File: config.mk
export PLATFORM = sky130hd
export DESIGN_NAME = windowed_positive_average_flat
export DESIGN_NICKNAME = d
export VERILOG_FILES = /design/src/hdl/wpa_pkg.sv /design/src/hdl/wpa_channels.sv /design/src/hdl/wpa_ram.sv /design/src/hdl/wpa_front.sv /design/src/hdl/wpa_div.sv /design/src/hdl/wpa_back.sv /design/src/hdl/windowed_positive_average.sv /design/src/flat_wrapper.sv
export VERILOG_INCLUDE_DIRS = /design/src /design/src/hdl
export SDC_FILE = /design/constraint.sdc
export NUM_CORES = 2
export LEC_CHECK = 0
export ABC_CLOCK_PERIOD_IN_PS = 6300
export BUFFER_PORTS_ARGS = -buffer_cell sky130_fd_sc_hd__buf_2
export CAP_MARGIN = 5
export CORE_ASPECT_RATIO = 1.2
export CORE_MARGIN = 2
export CORE_UTILIZATION = 44
export DETAILED_ROUTE_END_ITERATION = 10
export GPL_ROUTABILITY_DRIVEN = 0
export PLACE_DENSITY = 0.62
export SLEW_MARGIN = 30
export SYNTH_ARGS = -nofsm -noshare
export SYNTH_HDL_FRONTEND = slang
export SYNTH_HIERARCHICAL = 1
export SYNTH_SLANG_ARGS = --single-unit
File: constraint.sdc
create_clock -name clock -period 6.3 [get_ports clock]
set_input_delay 1.26 -clock clock [delete_from_list [all_inputs] [get_ports clock]]
set_output_delay 1.26 -clock clock [all_outputs]
set_load 0.03 [all_outputs]
File: src/hdl/windowed_positive_average_assert.svh
// Assertion macros for the windowed positive average block.
// Included by the top level; needs no package.
`ifndef WINDOWED_POSITIVE_AVERAGE_ASSERT_SVH
`define WINDOWED_POSITIVE_AVERAGE_ASSERT_SVH

// Same-cycle implication, disabled during reset.
`define WPA_ASSERT_IMPLY(label, clk, rst, cond, expr, msg) \
   label: assert property (@(posedge clk) disable iff (rst) (cond) |-> (expr)) \
      else $error(msg);

// Next-cycle implication, disabled during reset.
`define WPA_ASSERT_NEXT(label, clk, rst, cond, expr, msg) \
   label: assert property (@(posedge clk) disable iff (rst) (cond) |=> (expr)) \
      else $error(msg);

`endif

File: src/hdl/wpa_pkg.sv
// Shared types and fixed constants of the windowed positive average block.
// No dependencies.
`default_nettype none

package wpa_pkg;

   localparam int SAMPLE_W    = 16;
   localparam int MAG_W       = SAMPLE_W - 1;
   localparam int MAG_MAX     = (1 << MAG_W) - 1;
   localparam int FRAC_W      = 8;
   localparam int AVG_W       = 23;
   localparam int COUNT_W     = 8;
   localparam int COUNT_MAX   = (1 << COUNT_W) - 1;
   localparam int QUEUE_DEPTH = 2;

   typedef logic signed [SAMPLE_W-1:0] sample_type;
   typedef logic [MAG_W-1:0]           mag_type;
   typedef logic [AVG_W-1:0]           avg_type;
   typedef logic [COUNT_W-1:0]         count_type;

   // Head of the request queue as seen by the back end.
   typedef struct packed {
      logic    valid;
      mag_type magnitude;
   } wpa_item_type;

   // Divider status toward the back end.
   typedef struct packed {
      logic busy;
      logic done;
   } wpa_div_status_type;

endpackage

`default_nettype wire

File: src/hdl/wpa_channels.sv
// Valid/ready channel interfaces for request and response.
// Depends on wpa_pkg.
`default_nettype none

interface wpa_req_if;
   logic                valid;
   logic                ready;
   wpa_pkg::sample_type sample;

   modport source (output valid, output sample, input ready);
   modport sink   (input valid, input sample, output ready);
endinterface

interface wpa_rsp_if;
   logic               valid;
   logic               ready;
   wpa_pkg::avg_type   average;
   wpa_pkg::count_type positive_count;

   modport source (output valid, output average, output positive_count, input ready);
   modport sink   (input valid, input average, input positive_count, output ready);
endinterface

`default_nettype wire

File: src/hdl/wpa_ram.sv
// Generic single-port RAM with registered read.
// No dependencies.
`default_nettype none

module wpa_ram #(
   parameter int WIDTH = 15,
   parameter int DEPTH = 240
) (
   input  wire logic                     clock,
   input  wire logic                     we,
   input  wire logic                     re,
   input  wire logic [$clog2(DEPTH)-1:0] addr,
   input  wire logic [WIDTH-1:0]         wdata,
   output logic      [WIDTH-1:0]         rdata
);

   logic [WIDTH-1:0] mem_ff [DEPTH];
   logic [WIDTH-1:0] rdata_ff;

   always_ff @(posedge clock) begin
      if (we) begin
         mem_ff[addr] <= wdata;
      end
      if (re) begin
         rdata_ff <= mem_ff[addr];
      end
   end

   assign rdata = rdata_ff;

endmodule

`default_nettype wire

File: src/hdl/wpa_front.sv
// Front end: accepts requests, keeps the positive part, queues it.
// Depends on wpa_pkg and wpa_channels.
`default_nettype none

module wpa_front (
   input  wire logic          clock,
   input  wire logic          reset,
   wpa_req_if.sink            req,
   input  wire logic          head_pop,
   output wpa_pkg::wpa_item_type head
);

   localparam int QPTR_W  = (wpa_pkg::QUEUE_DEPTH > 1) ? $clog2(wpa_pkg::QUEUE_DEPTH) : 1;
   localparam int QFILL_W = $clog2(wpa_pkg::QUEUE_DEPTH + 1);

   wpa_pkg::mag_type    data_ff [wpa_pkg::QUEUE_DEPTH];
   logic [QPTR_W-1:0]   wr_ptr_ff, wr_ptr_in;
   logic [QPTR_W-1:0]   rd_ptr_ff, rd_ptr_in;
   logic [QFILL_W-1:0]  fill_ff, fill_in;
   logic                push;
   wpa_pkg::mag_type    magnitude;

   // Zero and negative samples carry no weight: store them as zero.
   assign magnitude = req.sample[wpa_pkg::SAMPLE_W-1] ? '0
                                                      : req.sample[wpa_pkg::MAG_W-1:0];

   assign req.ready = (fill_ff != QFILL_W'(wpa_pkg::QUEUE_DEPTH));
   assign push      = req.valid && req.ready;

   assign head.valid     = (fill_ff != '0);
   assign head.magnitude = data_ff[rd_ptr_ff];

   always_comb begin
      wr_ptr_in = wr_ptr_ff;
      rd_ptr_in = rd_ptr_ff;
      fill_in   = fill_ff;
      if (push) begin
         wr_ptr_in = (wr_ptr_ff == QPTR_W'(wpa_pkg::QUEUE_DEPTH - 1)) ? '0
                                                                        : wr_ptr_ff + 1'b1;
      end
      if (head_pop) begin
         rd_ptr_in = (rd_ptr_ff == QPTR_W'(wpa_pkg::QUEUE_DEPTH - 1)) ? '0
                                                                        : rd_ptr_ff + 1'b1;
      end
      case ({push, head_pop})
         2'b10:   fill_in = fill_ff + 1'b1;
         2'b01:   fill_in = fill_ff - 1'b1;
         default: fill_in = fill_ff;
      endcase
   end

   always_ff @(posedge clock) begin
      if (reset) begin
         wr_ptr_ff <= '0;
         rd_ptr_ff <= '0;
         fill_ff   <= '0;
      end else begin
         wr_ptr_ff <= wr_ptr_in;
         rd_ptr_ff <= rd_ptr_in;
         fill_ff   <= fill_in;
      end
   end

   always_ff @(posedge clock) begin
      if (push) begin
         data_ff[wr_ptr_ff] <= magnitude;
      end
   end

endmodule

`default_nettype wire

File: src/hdl/wpa_div.sv
// Bit-serial restoring divider, one quotient bit per cycle.
// Depends on wpa_pkg.
`default_nettype none

module wpa_div #(
   parameter int DIVIDEND_W = 31,
   parameter int DIVISOR_W  = 8
) (
   input  wire logic                  clock,
   input  wire logic                  reset,
   input  wire logic                  start,
   input  wire logic [DIVIDEND_W-1:0] dividend,
   input  wire logic [DIVISOR_W-1:0]  divisor,
   output wpa_pkg::wpa_div_status_type status,
   output logic      [DIVIDEND_W-1:0] quotient
);

   localparam int CNT_W = $clog2(DIVIDEND_W + 1);

   logic                  busy_ff, busy_in;
   logic                  done_ff, done_in;
   logic [CNT_W-1:0]      count_ff, count_in;
   logic [DIVIDEND_W-1:0] work_ff, work_in;
   logic [DIVISOR_W-1:0]  rem_ff, rem_in;
   logic [DIVISOR_W-1:0]  divisor_ff, divisor_in;
   logic [DIVISOR_W:0]    trial;
   logic [DIVISOR_W:0]    diff;
   logic                  fits;

   // Shift the next dividend bit into the partial remainder.
   assign trial = {rem_ff, work_ff[DIVIDEND_W-1]};
   assign diff  = trial - {1'b0, divisor_ff};
   assign fits  = (trial >= {1'b0, divisor_ff});

   always_comb begin
      busy_in    = busy_ff;
      done_in    = 1'b0;
      count_in   = count_ff;
      work_in    = work_ff;
      rem_in     = rem_ff;
      divisor_in = divisor_ff;
      if (start) begin
         busy_in    = 1'b1;
         count_in   = CNT_W'(DIVIDEND_W);
         work_in    = dividend;
         rem_in     = '0;
         divisor_in = divisor;
      end else if (busy_ff) begin
         rem_in   = fits ? diff[DIVISOR_W-1:0] : trial[DIVISOR_W-1:0];
         work_in  = {work_ff[DIVIDEND_W-2:0], fits};
         count_in = count_ff - 1'b1;
         if (count_ff == CNT_W'(1)) begin
            busy_in = 1'b0;
            done_in = 1'b1;
         end
      end
   end

   always_ff @(posedge clock) begin
      if (reset) begin
         busy_ff  <= 1'b0;
         done_ff  <= 1'b0;
         count_ff <= '0;
      end else begin
         busy_ff  <= busy_in;
         done_ff  <= done_in;
         count_ff <= count_in;
      end
   end

   always_ff @(posedge clock) begin
      work_ff    <= work_in;
      rem_ff     <= rem_in;
      divisor_ff <= divisor_in;
   end

   assign status.busy = busy_ff;
   assign status.done = done_ff;
   assign quotient    = work_ff;

endmodule

`default_nettype wire

File: src/hdl/wpa_back.sv
// Back end: ring update, running sum and tally, divide, response register.
// Depends on wpa_pkg, wpa_channels, wpa_ram and wpa_div.
`default_nettype none

module wpa_back #(
   parameter int WINDOW = 240
) (
   input  wire logic              clock,
   input  wire logic              reset,
   input  wpa_pkg::wpa_item_type  head,
   output logic                   head_pop,
   wpa_rsp_if.source              rsp
);

   localparam int PTR_W   = $clog2(WINDOW);
   localparam int TALLY_W = $clog2(WINDOW + 1);
   localparam int SUM_W   = $clog2(WINDOW * wpa_pkg::MAG_MAX + 1);
   localparam int DIV_W   = SUM_W + wpa_pkg::FRAC_W;
   localparam int WIDE_W  = TALLY_W + wpa_pkg::COUNT_W;

   typedef enum logic [3:0] {
      ST_IDLE    = 4'b0001,
      ST_UPDATE  = 4'b0010,
      ST_DIVIDE  = 4'b0100,
      ST_DELIVER = 4'b1000
   } back_state_type;

   back_state_type             state_ff, state_in;
   logic [PTR_W-1:0]           ptr_ff, ptr_in;
   logic                       wrapped_ff, wrapped_in;
   logic [SUM_W-1:0]           sum_ff, sum_in;
   logic [TALLY_W-1:0]         tally_ff, tally_in;
   wpa_pkg::mag_type           mag_ff, mag_in;
   logic                       rsp_valid_ff, rsp_valid_in;
   wpa_pkg::avg_type           avg_ff, avg_in;
   wpa_pkg::count_type         cnt_ff, cnt_in;

   logic                       ram_we;
   logic                       ram_re;
   wpa_pkg::mag_type           ram_rdata;
   wpa_pkg::mag_type           leaving;
   logic                       div_start;
   wpa_pkg::wpa_div_status_type div_status;
   logic [DIV_W-1:0]           div_quotient;
   logic [WIDE_W-1:0]          tally_wide;

   wpa_ram #(
      .WIDTH (wpa_pkg::MAG_W),
      .DEPTH (WINDOW)
   ) u_ring (
      .clock (clock),
      .we    (ram_we),
      .re    (ram_re),
      .addr  (ptr_ff),
      .wdata (mag_ff),
      .rdata (ram_rdata)
   );

   wpa_div #(
      .DIVIDEND_W (DIV_W),
      .DIVISOR_W  (TALLY_W)
   ) u_div (
      .clock    (clock),
      .reset    (reset),
      .start    (div_start),
      .dividend ({sum_in, {wpa_pkg::FRAC_W{1'b0}}}),
      .divisor  (tally_in),
      .status   (div_status),
      .quotient (div_quotient)
   );

   // Entries not yet written since reset read as zero until the first wrap.
   assign leaving    = wrapped_ff ? ram_rdata : '0;
   assign tally_wide = {{wpa_pkg::COUNT_W{1'b0}}, tally_ff};

   always_comb begin
      state_in     = state_ff;
      ptr_in       = ptr_ff;
      wrapped_in   = wrapped_ff;
      sum_in       = sum_ff;
      tally_in     = tally_ff;
      mag_in       = mag_ff;
      rsp_valid_in = rsp_valid_ff && !rsp.ready;
      avg_in       = avg_ff;
      cnt_in       = cnt_ff;
      head_pop     = 1'b0;
      ram_we       = 1'b0;
      ram_re       = 1'b0;
      div_start    = 1'b0;
      case (state_ff)
         ST_IDLE: begin
            if (head.valid) begin
               head_pop = 1'b1;
               ram_re   = 1'b1;
               mag_in   = head.magnitude;
               state_in = ST_UPDATE;
            end
         end
         ST_UPDATE: begin
            ram_we    = 1'b1;
            sum_in    = sum_ff - SUM_W'(leaving) + SUM_W'(mag_ff);
            tally_in  = tally_ff - TALLY_W'(leaving != '0) + TALLY_W'(mag_ff != '0);
            div_start = 1'b1;
            if (ptr_ff == PTR_W'(WINDOW - 1)) begin
               ptr_in     = '0;
               wrapped_in = 1'b1;
            end else begin
               ptr_in = ptr_ff + 1'b1;
            end
            state_in = ST_DIVIDE;
         end
         ST_DIVIDE: begin
            if (div_status.done) begin
               state_in = ST_DELIVER;
            end
         end
         ST_DELIVER: begin
            if (!rsp_valid_ff || rsp.ready) begin
               rsp_valid_in = 1'b1;
               avg_in       = (tally_ff == '0) ? '0 : div_quotient[wpa_pkg::AVG_W-1:0];
               cnt_in       = (tally_wide > WIDE_W'(wpa_pkg::COUNT_MAX))
                              ? wpa_pkg::count_type'(wpa_pkg::COUNT_MAX)
                              : tally_wide[wpa_pkg::COUNT_W-1:0];
               state_in     = ST_IDLE;
            end
         end
         default: state_in = ST_IDLE;
      endcase
   end

   always_ff @(posedge clock) begin
      if (reset) begin
         state_ff     <= ST_IDLE;
         ptr_ff       <= '0;
         wrapped_ff   <= 1'b0;
         sum_ff       <= '0;
         tally_ff     <= '0;
         rsp_valid_ff <= 1'b0;
      end else begin
         state_ff     <= state_in;
         ptr_ff       <= ptr_in;
         wrapped_ff   <= wrapped_in;
         sum_ff       <= sum_in;
         tally_ff     <= tally_in;
         rsp_valid_ff <= rsp_valid_in;
      end
   end

   always_ff @(posedge clock) begin
      mag_ff <= mag_in;
      avg_ff <= avg_in;
      cnt_ff <= cnt_in;
   end

   assign rsp.valid          = rsp_valid_ff;
   assign rsp.average        = avg_ff;
   assign rsp.positive_count = cnt_ff;

endmodule

`default_nettype wire

File: src/hdl/windowed_positive_average.sv
// Windowed positive average: mean of the positive samples in a sliding window.
// Depends on wpa_pkg, wpa_channels, wpa_front, wpa_back and the assertion header.
//
// Usage:
//   req_chan carries one signed 16-bit sample per request; rsp_chan returns
//   exactly one response per request, in order: the floor mean of the
//   strictly positive samples among the last WINDOW requests (unsigned,
//   8 fraction bits, 0 when none) and their count, saturated at 255.
//   Both channels are valid/ready; a request or response moves on a clock
//   edge with valid and ready high.
//   The back end works on one request at a time; its pace is set by the
//   bit-serial divider that produces one quotient bit per cycle while busy
//   over SUM_W + 8 bits (SUM_W = clog2(WINDOW * 32767 + 1)).
//   A two-entry request queue lets the front keep accepting while the back
//   divides; the response register lets the back start the next request
//   while a response waits. When rsp_chan stalls, the back holds its
//   finished result, the queue fills, and req_chan.ready drops.
//   Reset (synchronous, active high) empties the queue, zeroes the sum,
//   tally and ring pointer; ring entries not yet written read as zero until
//   the pointer first wraps, so no clearing pass is needed.
`default_nettype none

`include "windowed_positive_average_assert.svh"

module windowed_positive_average #(
   parameter int WINDOW = 240
) (
   input wire logic  clock,
   input wire logic  reset,
   wpa_req_if.sink   req_chan,
   wpa_rsp_if.source rsp_chan
);

   wpa_pkg::wpa_item_type head_item;
   logic                  head_pop;

   // Accept and classify requests, then queue them.
   wpa_front u_front (
      .clock    (clock),
      .reset    (reset),
      .req      (req_chan),
      .head_pop (head_pop),
      .head     (head_item)
   );

   // Update the window, divide, and hold the response.
   wpa_back #(
      .WINDOW (WINDOW)
   ) u_back (
      .clock    (clock),
      .reset    (reset),
      .head     (head_item),
      .head_pop (head_pop),
      .rsp      (rsp_chan)
   );

   // The back end must never pop an empty queue.
   `WPA_ASSERT_IMPLY(a_pop_needs_item, clock, reset, head_pop, head_item.valid, "pop of empty queue")

   // An accepted request that is not popped leaves an item queued.
   `WPA_ASSERT_NEXT(a_accept_fills, clock, reset, req_chan.valid && req_chan.ready && !head_pop, head_item.valid, "accepted request lost")

   // A full queue always presents an item to the back end.
   `WPA_ASSERT_IMPLY(a_full_has_head, clock, reset, !req_chan.ready, head_item.valid, "full queue shows no item")

   // A zero average goes with a zero count and only then, since sum >= tally.
   `WPA_ASSERT_IMPLY(a_avg_count_agree, clock, reset, rsp_chan.valid, (rsp_chan.positive_count == '0) == (rsp_chan.average == '0), "average and count disagree")

endmodule

`default_nettype wire
File: src/flat_wrapper.sv
// flat-port wrapper written by rule: the top's interface ports become plain ports
module windowed_positive_average_flat 
#(
   parameter int WINDOW = 240
)
  (clock, reset, req_chan_valid, req_chan_sample, req_chan_ready, rsp_chan_valid, rsp_chan_average, rsp_chan_positive_count, rsp_chan_ready);
  wpa_req_if req_chan_i ();
  wpa_rsp_if rsp_chan_i ();
  input wire logic clock;
  input wire logic reset;
  input wire logic [$bits(req_chan_i.valid)-1:0] req_chan_valid;
  input wire logic [$bits(req_chan_i.sample)-1:0] req_chan_sample;
  output wire logic [$bits(req_chan_i.ready)-1:0] req_chan_ready;
  output wire logic [$bits(rsp_chan_i.valid)-1:0] rsp_chan_valid;
  output wire logic [$bits(rsp_chan_i.average)-1:0] rsp_chan_average;
  output wire logic [$bits(rsp_chan_i.positive_count)-1:0] rsp_chan_positive_count;
  input wire logic [$bits(rsp_chan_i.ready)-1:0] rsp_chan_ready;
  assign req_chan_i.valid = req_chan_valid;
  assign req_chan_i.sample = req_chan_sample;
  assign req_chan_ready = req_chan_i.ready;
  assign rsp_chan_valid = rsp_chan_i.valid;
  assign rsp_chan_average = rsp_chan_i.average;
  assign rsp_chan_positive_count = rsp_chan_i.positive_count;
  assign rsp_chan_i.ready = rsp_chan_ready;
  windowed_positive_average #(.WINDOW(WINDOW)) u_core (.clock(clock), .reset(reset), .req_chan(req_chan_i), .rsp_chan(rsp_chan_i));
endmodule
# Word-level counts from Yosys, hierarchy flattened
# Memory sizes are Yosys's and may differ from the RTL's. A register that Yosys moved wholly into a read port is not among the register bits.
# Cells that the tools add are included.
[word_totals]
mem_count = 2
elab_cells = 92
inputBits = 20
register_bits = 134
mem_bits_rw = 3630
out_inout_bits = 33
[classes]
n_bitwise = 1
add_sub_neg = 11
reduce_logical = 16
n_eq_ne = 12
mux = 30
order_cmp = 2
[mem_list]
columns = ["name", "depth", "width", "rd", "rd_ports_with_merged_regs", "write_ports", "line", "text"]
rows = [
  ["u_core.u_back.u_ring.mem_ff", 240, 15, 1, 1, 1, "wpa_ram.sv:17", "logic [WIDTH-1:0] mem_ff [DEPTH];"],
  ["u_core.u_front.data_ff", 2, 15, 1, 1, 1, "wpa_front.sv:16", "wpa_pkg::mag_type data_ff [wpa_pkg::QUEUE_DEPTH];"],
]
[op_table]
columns = ["operator", "n"]
rows = [
  ["31-bit two-way mux", 2],
  ["15-bit two-way mux", 2],
  ["15-bit nonzero test", 2],
  ["8-bit two-way mux", 3],
  ["23-bit by 15-bit adder with 23-bit output", 1],
  ["23-bit two-way mux", 1],
  ["23-bit by 15-bit subtractor with 23-bit output", 1],
  ["4-bit one-hot mux with 4 select lines", 1],
  ["1-bit two-way mux", 15],
  ["4-bit two-way mux", 3],
  ["5-bit two-way mux", 2],
  ["9-bit by 8-bit >= comparator with 1-bit output", 1],
  ["8-bit by 1-bit adder with 8-bit output", 1],
  ["8-bit by 1-bit adder with 8-bit output (second input constant)", 1],
  ["8-bit == test (second input constant)", 1],
  ["8-bit greater-than comparator (second input constant)", 1],
  ["8-bit zero test", 1],
  ["8-bit by 1-bit subtractor with 8-bit output", 1],
  ["8-bit subtractor", 1],
  ["2-bit AND reduction", 3],
  ["2-bit nonzero test", 3],
  ["5-bit by 1-bit == test with 1-bit output (second input constant)", 1],
  ["5-bit by 1-bit subtractor with 5-bit output (second input constant)", 1],
  ["4-bit by 1-bit == test with 1-bit output (second input constant)", 1],
  ["other kinds (17)", 22],
]

# Longest topological paths before layout
[depth]
depth_word = 5
mapped_depth = 16
mapped_depth_nobuf = 15

# Modules after synthesis
# Netlist, hierarchy kept.
[by_module_without_submodules]
columns = ["module", "n_inst", "area_each_um2", "cells_each", "seq_area_each_um2"]
rows = [
  ["wpa_ram", 1, 138440.3, 5901, 108554.1],
  ["wpa_back", 1, 5874.4, 658, 2282.2],
  ["wpa_div", 1, 2645.0, 222, 1471.4],
  ["wpa_front", 1, 1392.6, 86, 1001.0],
]

# Least setup slack after synthesis
# No wires, ideal clock.
[synth_timing]
path_kind = "reg2reg"
from = "register u_core.u_back.mag_ff[8] (read register of u_core.u_front.data_ff)"
to = "register u_core.u_back.u_div.work_ff[30], in the netlist u_core/u_back/u_div/quotient[30] (data pin)"
setup_ns = 0.260
arrival_ns = 6.203
slack_ns = -0.163
period_less_slack_ns = 6.463
stages_incl_launch_ff = 12
path_buffers = 0
required_ns = 6.040
cell_sequence = "edfxtp_1 -> inv_1 -> fa_1 -> inv_1 -> ha_1 -> and3_1 -> a221o_1 -> a311oi_2 -> nor4_4 -> mux2i_1 -> or4_1 -> mux2_2"
[synth_between]
elab_chain_cells = 3
[synth_lines]
columns = ["item", "line", "text"]
rows = [
  ["from (decl)", "wpa_back.sv:33", "wpa_pkg::mag_type mag_ff, mag_in;"],
  ["23-bit by 15-bit adder with 23-bit output", "wpa_back.sv:101", "sum_in = sum_ff - SUM_W'(leaving) + SUM_W'(mag_ff);"],
  ["23-bit two-way mux", "wpa_back.sv:90", "case (state_ff)"],
  ["named net u_core.u_back.sum_in[22]", "wpa_back.sv:31", "logic [SUM_W-1:0] sum_ff, sum_in;"],
  ["31-bit two-way mux", "wpa_div.sv:42", "if (start) begin"],
  ["named net u_core.u_back.u_div.work_in[30]", "wpa_div.sv:23", "logic [DIVIDEND_W-1:0] work_ff, work_in;"],
  ["to (signal assigned)", "wpa_div.sv:72", "work_ff <= work_in;"],
  ["to (decl)", "wpa_div.sv:23", ""],
]
# The timed path passes the listed nets, and every way through them passes these cells.
# A chain may end at the register's enable or synchronous reset.

==> key figures <==
Worst setup path
  – CP Launch Type: register
  – R2R Path Start: u_core/u_back/ptr_ff[1]$_SDFFE_PP0P_
  – Crit path max fanout: 66
  – Critical setup path kind: reg2reg
  – Reg2Reg Depth: 10
  – Crit path capture type: register
  – Critical Path RT: 6.98 ns
  – R2R Setup Slk: 1.48 ns
  – RR Endpoint: u_core/u_back/u_ring/rdata[14]$_DFFE_PP_
  – Data arrival, critical path: 5.50 ns

GRT
  – First-pass GRT wire length: 542200 um
  – Remaining global-route overflow: 0
  – GRT Total Usage: 22.12%
  – Vias in the first global route: 73140
  – Grt met3 use: 3.113%
  – GR Util met1: 28.68%
  – M2 GR Usage: 37.96%
  – Gr busiest metal: met2
  – Initial antenna violation count: 16
  – Largest net degree at the start of global routing: 185

STA
  – Endpoints failing setup: 0
  – Fin crit share: 76.44%
  – Clock Skews: 0.04751 ns
  – Measured slew at the worst slew-check pin: 1.071 ns
  – Fin. Hold Viols: 0
  – Pins over their slew limit: 0
  – Maximum clock frequency: 0.2077 GHz
  – Relative slew slack: 27.60%
  – RSZ-0062 raised after global routing: no
  – Fin crit period: 4.816 ns
  – Setup_tns: 0 ns

Flow run
  – Max_cap viols: 0

Routing
  – DRT Wirelength: 380600 um
  – Post-DR vias/cell: 6.016
  – Via count: 72700
  – Drt pass-1 iters: 8
  – Number of routed nets with antenna violations: 0
  – DRC: 0
  – DRT iter0 DRCs: 8133
  – DR WL/cell: 31.50 um

Die
  – Die height: 640.1 um
  – Ports: 53
  – Initial Util: 44.21%
  – Placement row count: 233
  – Core area: 335600 um^2
  – Die area: 341800 um^2
  – Die W: 534.1 um

Power and ir drop
  – Sw frac: 24.13%
  – Register share of total power: 52.5%
  – IR drop worst, VDD: 0.2733 mV
  – Pleak: 50.97 nW
  – Power Dens Cells: 348.3 nW/um^2
  – Clock network power share: 36.7%
  – Comb pwr share: 10.8%
  – Sw Pwr: 14.13 mW
  – Internal Power: 44.41 mW

Clock network
  – CTS tree: done
  – CTS H-tree depth: 5
  – Post-CTS sizing: 0
  – Root buf cell: clkbuf_16
  – CTS buffer count: 358
  – CTS clk-pin slew, worst paths: 0.06 ns
  – # Post-CTS Setup Buffers: 0
  – Hold_buf cts: 0
  – Clock latency on the worst-skew pair: 0.92 ns
  – Sink Count: 3795
  – CTS Buffer Depth: 4

Placed design
  – DP HPWL: 228400 um
  – Port buffer count: 52
  – DP Area: 156300 um^2

Min path
  – Hold Path End: u_core/u_back/rsp.positive_count[7]$_DFFE_PP_
  – Hold Path Origin: u_core/u_back/tally_ff[7]$_SDFF_PP0_
  – Hold path cells: 0
  – Worst hold path type: reg2reg

Final layout
  – Final instance area: 168100 um^2
  – Syn-to-layout area delta: 13.31%
  – Final nets: 7405
  – Final core utilization: 50.09%
  – Layout cells sized above 1: 27.85%

Yosys
  – Mapped Avg Cell Area: 21.61 um^2
  – Synth warn: 6
  – Syn Inst Count: 6866
  – Cell area after synthesis: 148300 um^2

Outcome
  – Status: finished, final reports clean
==> final cells by class <==
| type | instances | area [um^2] |
|---|---|---|
| Fill cell | 26390 | 167500 |
| Sequential cell | 3795 | 113300 |
| Multi-Input combinational cell | 2591 | 33180 |
| Clock buffer | 433 | 9420 |
| Tap cell | 4465 | 5587 |
| Timing Repair Buffer | 472 | 4056 |
| Clock inverter | 210 | 2090 |
| Inverter | 104 | 392.9 |
| Antenna cell | 14 | 35.03 |
==> stage by stage <==
step	power [mW]	worst slack, ns	cells	hold slack, ns
after global placement	37.26	0.9712	11400	0.4504
after global routing	60.32	1.407	12070	0.4807
after floorplan	35.44	0.0002545	6873	0.4300
after detailed placement	37.57	1.451	11420	0.4571
final	58.54	1.484	12080	0.4726
after CTS	58.87	1.434	12060	0.4780
==> sequential cells by signal, summed over array words and instances, names as in the netlist, named ones only <==
name,count
u_core/u_back/u_ring/mem_ff,3600
u_core/u_back/u_div/quotient,31
u_core/u_front/data_ff,30
u_core/u_back/rsp.average,23
u_core/u_back/sum_ff,23
u_core/u_back/mag_ff,15
u_core/u_back/u_ring/rdata,15
u_core/u_back/ptr_ff,8
u_core/u_back/rsp.positive_count,8
u_core/u_back/tally_ff,8
u_core/u_back/u_div/divisor_ff,8
u_core/u_back/u_div/rem_ff,8
u_core/u_back/u_div/count_ff,5
u_core/u_back/state_ff,4
u_core/u_front/fill_ff,2
u_core/u_back/rsp.valid,1
u_core/u_back/u_div/busy_ff,1
u_core/u_back/u_div/done_ff,1
u_core/u_back/wrapped_ff,1
u_core/u_front/rd_ptr_ff,1
u_core/u_front/wr_ptr_ff,1
==> routing by layer <==
| layer | routed length, um | vias to the layer above |
|---|---|---|
| li1 | - | 29600 |
| met1 | 144700 | 39390 |
| met2 | 194100 | 3061 |
| met3 | 26710 | 643 |
| met4 | 15080 | 6 |
| met5 | 36 | - |
==> worst max-delay path, stage by stage (launching register included) <==
cell and delay (ns):
dfxtp_4 0.86, buf_12 0.32, buf_12 0.37, buf_4 0.51, mux4_2 0.39, a22oi_1 0.21, a21oi_1 0.19, nor4_2 0.81
buf_4 0.24, o21ai_1 0.20, a41o_1 0.31
==> cell usage in the layout (no fill, tap or decap), types with 33 or more instances in the layout <==
master,instances
edfxtp_1,3730
mux4_2,974
clkbuf_16,366
buf_4,362
nor2_1,274
mux2i_1,175
nand2_1,133
a22oi_1,110
inv_1,103
a21oi_1,102
nand3_1,77
clkinv_1,73
clkinv_2,66
clkbuf_1,66
and2_1,63
dfxtp_1,58
buf_2,52
mux2_2,52
o21ai_0,51
ha_1,45
bufinv_16,38
o22ai_1,38
buf_12,33
==> how the worst max path moves through the flow <==
stage / startpoint / endpoint / slack, ns / depth (start not counted)
floorplan: u_core/u_back/mag_ff[11]$_DFFE_PP_ / u_core/u_back/u_div/quotient[30]$_DFFE_PP_ / 0.0003 / 12
global placement: u_core/u_back/ptr_ff[1]$_SDFFE_PP0P_ / u_core/u_back/u_ring/rdata[14]$_DFFE_PP_ / 0.97 / 10
detailed placement: u_core/u_back/ptr_ff[1]$_SDFFE_PP0P_ / u_core/u_back/u_ring/rdata[14]$_DFFE_PP_ / 1.45 / 10
CTS: u_core/u_back/ptr_ff[1]$_SDFFE_PP0P_ / u_core/u_back/u_ring/rdata[14]$_DFFE_PP_ / 1.43 / 10
global route: u_core/u_back/ptr_ff[1]$_SDFFE_PP0P_ / u_core/u_back/u_ring/rdata[14]$_DFFE_PP_ / 1.41 / 10
finish: u_core/u_back/ptr_ff[1]$_SDFFE_PP0P_ / u_core/u_back/u_ring/rdata[14]$_DFFE_PP_ / 1.48 / 10
==> power groups by stage <==
stage                     Sequential (mW)  Combinational [mW]  Clock [mW]
after floorplan                      32.9                2.52           0
after global placement               31.3                5.98           0
after detailed placement             31.3                6.28           0
after CTS                            30.7                6.28        21.8
after global routing                 30.7                6.85        22.7
final                                30.7                6.31        21.5
(Power assumes the default switching activity.)
